<file path="config.mk">
export PLATFORM = sky130hd
export DESIGN_NAME = bar_pattern_variance_match
export DESIGN_NICKNAME = d
export VERILOG_FILES = /design/src/rtl/core/bpvm_pkg.sv /design/src/rtl/core/bar_pattern_variance_match.sv
export SDC_FILE = /design/constraint.sdc
export NUM_CORES = 2
export LEC_CHECK = 0
export BUFFER_PORTS_ARGS = -buffer_cell sky130_fd_sc_hd__buf_4
export CAP_MARGIN = 20
export CORE_ASPECT_RATIO = 0.7
export CORE_MARGIN = 5
export CORE_UTILIZATION = 55
export DETAILED_ROUTE_END_ITERATION = 16
export MAX_ROUTING_LAYER = met4
export PLACE_DENSITY = 0.81
export SLEW_MARGIN = 20
export SYNTH_ARGS = -nofsm -noshare
export SYNTH_HDL_FRONTEND = slang
export SYNTH_SLANG_ARGS = --single-unit
</file>
<file path="constraint.sdc">
create_clock -name clk -period 8.3 [get_ports clk]
set_input_delay 1.66 -clock clk [delete_from_list [all_inputs] [get_ports clk]]
set_output_delay 1.66 -clock clk [all_outputs]
set_load 0.03 [all_outputs]
</file>
<file path="src/rtl/core/bpvm_pkg.sv">
// bpvm_pkg: word types and fixed constants for the bar pattern variance match block
// no dependencies; used by bar_pattern_variance_match and bpvm_checker
package bpvm_pkg;

  localparam int RUN_WIDTH_W = 12;
  localparam int MODULES_W   = 4;
  localparam int MEV_W       = 10;
  localparam int AVG_W       = 13;

  localparam logic [MEV_W-1:0] MEV_RESET = 10'd179;

  typedef struct packed {
    logic [RUN_WIDTH_W-1:0] run_width;
    logic [MODULES_W-1:0]   pattern_modules;
    logic                   last_element;
  } in_word_t;

  typedef struct packed {
    logic             match_ok;
    logic [AVG_W-1:0] average_variance;
  } out_word_t;

endpackage

</file>
<file path="src/rtl/core/bar_pattern_variance_match.sv">
// bar_pattern_variance_match: top level, element store, sequencer and shared serial divider
// depends on bpvm_pkg
//
// Elements load one per cycle into a small store while in_stall is low; a word that is not
// marked last is taken and gives no result. A word marked last starts the evaluation and holds
// in_stall high until its result sits in the output register: a check step, a restoring divide
// of (pixel_total << SCALE_SHIFT) by module_total, a limit-multiply step, then for each stored
// element a store read, a multiply and a compare and accumulate, a second divide of the
// variance sum by pixel_total and an output step. Each divide runs one quotient bit per
// cycle on a single shared subtract-and-compare unit and yields a SUM_W-bit quotient, where
// SUM_W = 4 + RUN_W + SCALE_SHIFT + 2*clog2(MAX_ELEMENTS+1), 34 with the defaults. A no-match
// found from the totals alone goes straight from the check to the output step, and one found
// at an element stops the walk there. A new pattern may load while the previous result still
// waits.
module bar_pattern_variance_match #(
  parameter int MAX_ELEMENTS = 16,
  parameter int SCALE_SHIFT  = 8,
  parameter int RUN_BITS     = 12
) (
  input  logic                                 clk,
  input  logic                                 rst_n,
  input  logic                                 in_valid,
  output logic                                 in_stall,
  input  bpvm_pkg::in_word_t                   in_data,
  output logic                                 out_valid,
  input  logic                                 out_stall,
  output bpvm_pkg::out_word_t                  out_data,
  input  logic                                 cfg_wr_en,
  input  logic [bpvm_pkg::MEV_W-1:0]           cfg_wr_data
);

  localparam int RUN_W  = (RUN_BITS < bpvm_pkg::RUN_WIDTH_W) ? RUN_BITS : bpvm_pkg::RUN_WIDTH_W;
  localparam int CNT_W  = $clog2(MAX_ELEMENTS + 1);
  localparam int IDX_W  = $clog2(MAX_ELEMENTS);
  localparam int PIX_W  = RUN_W + CNT_W;
  localparam int MOD_W  = bpvm_pkg::MODULES_W + CNT_W;
  localparam int NUM_W  = PIX_W + SCALE_SHIFT;
  localparam int VAR_W  = bpvm_pkg::MODULES_W + NUM_W;
  localparam int PROD_W = bpvm_pkg::MEV_W + NUM_W;
  localparam int LIM_W  = PROD_W - SCALE_SHIFT;
  localparam int CMP_W  = (LIM_W > VAR_W) ? LIM_W : VAR_W;
  localparam int SUM_W  = VAR_W + CNT_W;
  localparam int DCNT_W = $clog2(SUM_W);

  typedef enum logic [8:0] {
    ST_IDLE = 9'b000000001,
    ST_CHK  = 9'b000000010,
    ST_DIV1 = 9'b000000100,
    ST_LIM  = 9'b000001000,
    ST_RD   = 9'b000010000,
    ST_MUL  = 9'b000100000,
    ST_ACC  = 9'b001000000,
    ST_DIV2 = 9'b010000000,
    ST_DONE = 9'b100000000
  } state_t;

  state_t                      state_r, state_nxt;
  logic                        out_valid_r, out_valid_nxt;
  bpvm_pkg::out_word_t         out_data_r, out_data_nxt;
  logic [bpvm_pkg::MEV_W-1:0]  mev_r;
  logic [CNT_W-1:0]            cnt_r, cnt_nxt;
  logic [PIX_W-1:0]            pix_r, pix_nxt;
  logic [MOD_W-1:0]            mod_r, mod_nxt;
  logic                        ovf_r, ovf_nxt;
  logic                        ok_r, ok_nxt;
  logic [PIX_W-1:0]            rem_r, rem_nxt;
  logic [SUM_W-1:0]            qn_r, qn_nxt;
  logic [PIX_W-1:0]            den_r, den_nxt;
  logic [DCNT_W-1:0]           dcnt_r, dcnt_nxt;
  logic [NUM_W-1:0]            unit_r, unit_nxt;
  logic [LIM_W-1:0]            limit_r, limit_nxt;
  logic [IDX_W-1:0]            idx_r, idx_nxt;
  logic [SUM_W-1:0]            sum_r, sum_nxt;
  logic [VAR_W-1:0]            want_r, want_nxt;
  logic [RUN_W-1:0]            run_rd_r;
  logic [bpvm_pkg::MODULES_W-1:0] mod_rd_r;

  logic [RUN_W-1:0]               run_mem [MAX_ELEMENTS];
  logic [bpvm_pkg::MODULES_W-1:0] mod_mem [MAX_ELEMENTS];

  logic                   in_acc;
  logic                   room;
  logic [RUN_W-1:0]       run_in;
  logic [PIX_W:0]         rem_sh;
  logic [PIX_W:0]         rem_diff;
  logic                   q_bit;
  logic [PIX_W-1:0]       rem_step;
  logic [SUM_W-1:0]       qn_step;
  logic [PROD_W-1:0]      lim_prod;
  logic [VAR_W-1:0]       meas;
  logic [VAR_W-1:0]       var_abs;
  logic                   var_over;
  logic                   idx_last;

  assign in_stall  = (state_r != ST_IDLE);
  assign in_acc    = in_valid && (state_r == ST_IDLE);
  assign room      = (cnt_r < CNT_W'(MAX_ELEMENTS));
  assign run_in    = in_data.run_width[RUN_W-1:0];
  assign out_valid = out_valid_r;
  assign out_data  = out_data_r;

  // shared restoring divide step, one quotient bit per cycle
  assign rem_sh   = {rem_r, qn_r[SUM_W-1]};
  assign rem_diff = rem_sh - {1'b0, den_r};
  assign q_bit    = (rem_sh >= {1'b0, den_r});
  assign rem_step = q_bit ? rem_diff[PIX_W-1:0] : rem_sh[PIX_W-1:0];
  assign qn_step  = {qn_r[SUM_W-2:0], q_bit};

  assign lim_prod = PROD_W'(mev_r) * PROD_W'(qn_r[NUM_W-1:0]);
  assign meas     = VAR_W'(run_rd_r) << SCALE_SHIFT;
  assign var_abs  = (meas > want_r) ? (meas - want_r) : (want_r - meas);
  assign var_over = (CMP_W'(var_abs) > CMP_W'(limit_r));
  assign idx_last = ((CNT_W'(idx_r) + CNT_W'(1)) == cnt_r);

  always_comb begin
    state_nxt     = state_r;
    out_valid_nxt = out_valid_r;
    out_data_nxt  = out_data_r;
    cnt_nxt       = cnt_r;
    pix_nxt       = pix_r;
    mod_nxt       = mod_r;
    ovf_nxt       = ovf_r;
    ok_nxt        = ok_r;
    rem_nxt       = rem_r;
    qn_nxt        = qn_r;
    den_nxt       = den_r;
    dcnt_nxt      = dcnt_r;
    unit_nxt      = unit_r;
    limit_nxt     = limit_r;
    idx_nxt       = idx_r;
    sum_nxt       = sum_r;
    want_nxt      = want_r;

    if (out_valid_r && !out_stall) begin
      out_valid_nxt = 1'b0;
    end

    case (state_r)
      ST_IDLE: begin
        if (in_valid) begin
          if (room) begin
            cnt_nxt = cnt_r + CNT_W'(1);
            pix_nxt = pix_r + PIX_W'(run_in);
            mod_nxt = mod_r + MOD_W'(in_data.pattern_modules);
          end else begin
            ovf_nxt = 1'b1;
          end
          if (in_data.last_element) begin
            state_nxt = ST_CHK;
          end
        end
      end
      ST_CHK: begin
        if (ovf_r || (mod_r == '0) || (pix_r < PIX_W'(mod_r))) begin
          ok_nxt    = 1'b0;
          state_nxt = ST_DONE;
        end else begin
          ok_nxt    = 1'b1;
          rem_nxt   = '0;
          qn_nxt    = SUM_W'(pix_r) << SCALE_SHIFT;
          den_nxt   = PIX_W'(mod_r);
          dcnt_nxt  = DCNT_W'(SUM_W - 1);
          state_nxt = ST_DIV1;
        end
      end
      ST_DIV1: begin
        rem_nxt = rem_step;
        qn_nxt  = qn_step;
        if (dcnt_r == '0) begin
          state_nxt = ST_LIM;
        end else begin
          dcnt_nxt = dcnt_r - DCNT_W'(1);
        end
      end
      ST_LIM: begin
        unit_nxt  = qn_r[NUM_W-1:0];
        limit_nxt = lim_prod[PROD_W-1:SCALE_SHIFT];
        idx_nxt   = '0;
        sum_nxt   = '0;
        state_nxt = ST_RD;
      end
      ST_RD: begin
        state_nxt = ST_MUL;
      end
      ST_MUL: begin
        want_nxt  = VAR_W'(mod_rd_r) * VAR_W'(unit_r);
        state_nxt = ST_ACC;
      end
      ST_ACC: begin
        if (var_over) begin
          ok_nxt    = 1'b0;
          state_nxt = ST_DONE;
        end else begin
          sum_nxt = sum_r + SUM_W'(var_abs);
          if (idx_last) begin
            rem_nxt   = '0;
            qn_nxt    = sum_r + SUM_W'(var_abs);
            den_nxt   = pix_r;
            dcnt_nxt  = DCNT_W'(SUM_W - 1);
            state_nxt = ST_DIV2;
          end else begin
            idx_nxt   = idx_r + IDX_W'(1);
            state_nxt = ST_RD;
          end
        end
      end
      ST_DIV2: begin
        rem_nxt = rem_step;
        qn_nxt  = qn_step;
        if (dcnt_r == '0) begin
          state_nxt = ST_DONE;
        end else begin
          dcnt_nxt = dcnt_r - DCNT_W'(1);
        end
      end
      ST_DONE: begin
        if (!out_valid_r || !out_stall) begin
          out_valid_nxt                 = 1'b1;
          out_data_nxt.match_ok         = ok_r;
          out_data_nxt.average_variance = ok_r ? qn_r[bpvm_pkg::AVG_W-1:0] : '0;
          cnt_nxt                       = '0;
          pix_nxt                       = '0;
          mod_nxt                       = '0;
          ovf_nxt                       = 1'b0;
          state_nxt                     = ST_IDLE;
        end
      end
      default: begin
        state_nxt = ST_IDLE;
      end
    endcase
  end

  always_ff @(posedge clk) begin
    if (!rst_n) begin
      state_r     <= ST_IDLE;
      out_valid_r <= 1'b0;
      mev_r       <= bpvm_pkg::MEV_RESET;
      cnt_r       <= '0;
      pix_r       <= '0;
      mod_r       <= '0;
      ovf_r       <= 1'b0;
    end else begin
      state_r     <= state_nxt;
      out_valid_r <= out_valid_nxt;
      cnt_r       <= cnt_nxt;
      pix_r       <= pix_nxt;
      mod_r       <= mod_nxt;
      ovf_r       <= ovf_nxt;
      if (cfg_wr_en) begin
        mev_r <= cfg_wr_data;
      end
    end
  end

  always_ff @(posedge clk) begin
    out_data_r <= out_data_nxt;
    ok_r       <= ok_nxt;
    rem_r      <= rem_nxt;
    qn_r       <= qn_nxt;
    den_r      <= den_nxt;
    dcnt_r     <= dcnt_nxt;
    unit_r     <= unit_nxt;
    limit_r    <= limit_nxt;
    idx_r      <= idx_nxt;
    sum_r      <= sum_nxt;
    want_r     <= want_nxt;
  end

  // element store
  always_ff @(posedge clk) begin
    if (in_acc && room) begin
      run_mem[cnt_r[IDX_W-1:0]] <= run_in;
      mod_mem[cnt_r[IDX_W-1:0]] <= in_data.pattern_modules;
    end
    if (state_r == ST_RD) begin
      run_rd_r <= run_mem[idx_r];
      mod_rd_r <= mod_mem[idx_r];
    end
  end

endmodule

</file>
==> metrics.csv <==
stage,metric,value,unit
routing,drc,0,
cts,cts_resized,0,
cts,cts_buffers,53,
synthesis,synth_edf_count,480,
synthesis,ys_warn_count,0,
cts,clk_latency,640,ps
power_and_ir_drop,seqPwrFrac,39.2,%
sta,fmaxAchievable,140,MHz
sta,setup_viol,0,
sta,finalCriticalPeriod,7160,ps
routing,dr.pass1.iters,5,
global_route,grt_pass1_vias,23659,
worst_setup_path,cp_data_required_time,8530,ps
layout,fill_cells,5101,
run_status,status,"complete, no violations",
sta,fin_setup_tns,0,ps
synthesis,synth_area_per_cell,11.6,um2
floorplan,die_w,315,um
sta,finalMaxSlewViolations,0,
placed_design,numPortBuffers,47,
power_and_ir_drop,p_int,5.52,mW
floorplan,dieArea,70200,um2
cts,clock_sinks,532,
sta,worst_pin_slew,1160,ps
synthesis,ys_seq_area_share,43.3,%
cts,cts-root-buf,clkbuf_16,
routing,ant_nets,0,
synthesis,synth_fp_nets,3575,
worst_setup_path,slowest_stage,or4_4,
global_route,grt_usage,25.7,%
layout,area_growth,8.05,%
floorplan,core_area,64600,um2
layout,multi_input_area,18400,um2
worst_setup_path,end_kind,register,
sta,clock-skew-final,49.7,ps
worst_setup_path,worstPathBufferInverterCount,3,
layout,fin_util,59.7,%
layout,seq_area,15500,um2
routing,drt-initial-drc-count,2859,
global_route,antenna_found_initial,3,
global_route,overflow,0,
floorplan,rows,78,
worst_setup_path,critPathMaxFanout,51,
worst_setup_path,start_kind,register,
power_and_ir_drop,p_comb_share,31.3,%
placed_design,dp_hpwl,61.5,mm
worst_setup_path,max_stage_delay,580,ps
power_and_ir_drop,power_density,211,nW/um2
synthesis,synth_cell_types,86,
power_and_ir_drop,p_leak,16.0,nW
worst_setup_path,crit_family,compound AO/OA/AOI/OAI gates,
sta,hold_slack,493,ps
hold_path,min_path_type,reg -> reg,
synthesis,async_reset_ff_share,0,%
cts,cts_tree,built,
synthesis,synth_area,35700,um2
floorplan,die_h,223,um
cts,clock_path_buffers,3,
power_and_ir_drop,power.share.clock,29.6,%
sta,rsz0062_at_grt,false,
sta,max_slew_margin,23.0,%
job,maxCapViolCount,0,
synthesis,ys_ff_latch,532,
placed_design,routabilityCongestion,0.988,
cts,hold_buffers,0,
layout,drive_above_1_share,8.40,%
power_and_ir_drop,ir_drop,0.252,mV
cts,path_clk_slew,60,ps
routing,drt_wl_total,87.0,mm
global_route,grt_max_degree,67,
cts,htreeDepth,2,
routing,wl_per_cell,21.7,um
power_and_ir_drop,netSwitchingFraction,32.1,%
routing,viasPerCell,6.02,
worst_setup_path,path_cells,inv_1 > ha_1 > nand4_1 > or4_4 > o31ai_4 > o21bai_4 > o41a_1 > buf_4 > nand2_1 > a2111oi_1 > o41ai_2 > xnor2_1 > ha_1 > nand4_1 > or4_1 > nor3_1 > a21oi_1 > o21ai_0 > a21oi_1 > nor4_1 > o21ai_1 > nor2_4 > buf_4,
routing,vias,24132,
synthesis,synth_cells,3082,
sta,hold_viol,0,
cts,post-cts-setup-buffers,0,
floorplan,ios,48,
worst_setup_path,critical_path_arrival,7380,ps
sta,period_share,86.2,%
floorplan,start_util,55.3,%
power_and_ir_drop,p_switching,2.61,mW
worst_setup_path,path_class,reg -> reg,
layout,finalNetCount,3582,
synthesis,synth_ff_type,edfxtp_1,
global_route,grt_pass1_wl,137,mm
-- cell families after synthesis --
kind of cell | count (synthesis) | share of synthesized area, %
AND/OR/NAND/NOR | 921 | 12.8
adder cells (fa/ha/maj) | 461 | 21.0
multiplexers | 104 | 5.73
XOR/XNOR | 127 | 3.11
AO/OA/AOI/OAI | 464 | 8.81
buffers and inverters | 473 | 5.23
flip-flops | 532 | 43.3
-- worst register-to-register path: cells and delay by family (launching register included) --
family	cells	cell delay, ps
buffers and inverters	3	910
AND/OR/NAND/NOR	8	2040
adder cells (fa/ha/maj)	2	770
flip-flops	1	390
AO/OA/AOI/OAI	9	2210
XOR/XNOR	1	390
-- synth_stat cells, drive strengths merged (46+ instances only) --
cell type / n / share of area (%)
nand3: 46 / 0.64
inv: 352 / 3.7
dfxtp: 52 / 2.9
nor3: 47 / 0.66
ha: 229 / 8.0
a21o: 70 / 1.5
edfxtp: 480 / 40
clkbuf: 107 / 1.4
xnor2: 90 / 2.2
nor2: 164 / 1.7
fa: 232 / 13
and2: 204 / 3.6
o21ai: 89 / 1.2
nand2: 302 / 3.2
mux4: 80 / 5.0
a21oi: 108 / 1.5
-- metal layers --
metal,GRT usage [%],part of all wire [%],vias up
met5,-,0,-
met4,5.95,2.3,0
met3,4.24,10,135
met2,37.4,44,1205
met1,38.4,44,12040
li1,-,-,10752
-- layout by cell type, fill, tap and decap left out, types with 9 or more instances in the layout --
master	netlist	final
a211oi_1	18	18
a21boi_0	13	13
a21o_1	68	68
a21oi_1	108	108
a221o_1	18	18
a31oi_1	15	14
and2_1	204	201
and3_1	15	15
buf_4	1	72
clkbuf_1	98	15
clkbuf_16	0	54
dfxtp_1	52	52
edfxtp_1	480	480
fa_1	232	232
ha_1	229	229
inv_1	352	351
mux2i_1	22	22
mux4_2	80	80
nand2_1	302	302
nand2b_1	22	22
nand3_1	46	46
nand4_1	25	25
nor2_1	164	163
nor2b_1	32	32
nor3_1	47	46
nor3b_1	14	12
o21a_1	34	34
o21ai_0	82	80
o21bai_1	18	18
o31ai_1	9	9
or3_1	10	10
xnor2_1	90	90
xor2_1	37	37
-- power by group through the flow --
stage          clock network, mW  registers [mW]  logic, mW
6_report                    2.40            3.18       2.54
5_1_grt                     2.55            3.18       2.94
4_1_cts                     2.43            3.18       2.52
3_5_place_dp                   0            3.24       2.48
3_3_place_gp                   0            3.23       2.42
2_1_floorplan                  0            3.18       1.98
-- stage by stage --
stage                     cells  power [mW]  worst slack [ps]  cell area [um2]
after floorplan            3082        5.17               912            35700
after global placement     3913        5.65              1580            36800
after detailed placement   3913        5.72              1330            36800
after CTS                  4009        8.13              1290            38600
after global routing       4011        8.68               854            38600
final                      4011        8.12              1150            38600
-- sequential cells by signal, indices dropped and copies added (netlist names) --
register	flops
pix_r	17
state_r	9
rem_r	17
mod_rd_r	4
qn_r	34
run_mem	192
mod_r	9
den_r	17
cnt_r	5
limit_r	27
out_data	14
dcnt_r	6
want_r	29
mod_mem	64
unit_r	25
run_rd_r	12
ok_r	1
mev_r	10
ovf_r	1
sum_r	34
idx_r	4
out_valid	1
-- final cells by class --
type / count / area share (%)
multi-input combinational: 2077 / 47.8
sequential: 532 / 40.0
clock buffer: 72 / 3.75
inverter: 352 / 3.42
tap: 880 / 2.85
timing repair buffer: 73 / 1.44
clock inverter: 24 / 0.703
antenna: 1 / 0.00648
-- final timing paths --
path	to	slack (ps)	startpoint	depth (start not counted)
worst min register to register	mod_r[2]$_SDFFE_PN0P_	490	mod_r[2]$_SDFFE_PN0P_	2
worst max-delay path	qn_r[11]$_DFFE_PP_	1150	want_r[17]$_DFFE_PP_	23
worst min-delay path	mod_r[2]$_SDFFE_PN0P_	490	mod_r[2]$_SDFFE_PN0P_	2
worst max register to register	qn_r[11]$_DFFE_PP_	1150	want_r[17]$_DFFE_PP_	23
Power figures use the tool's default switching activity.
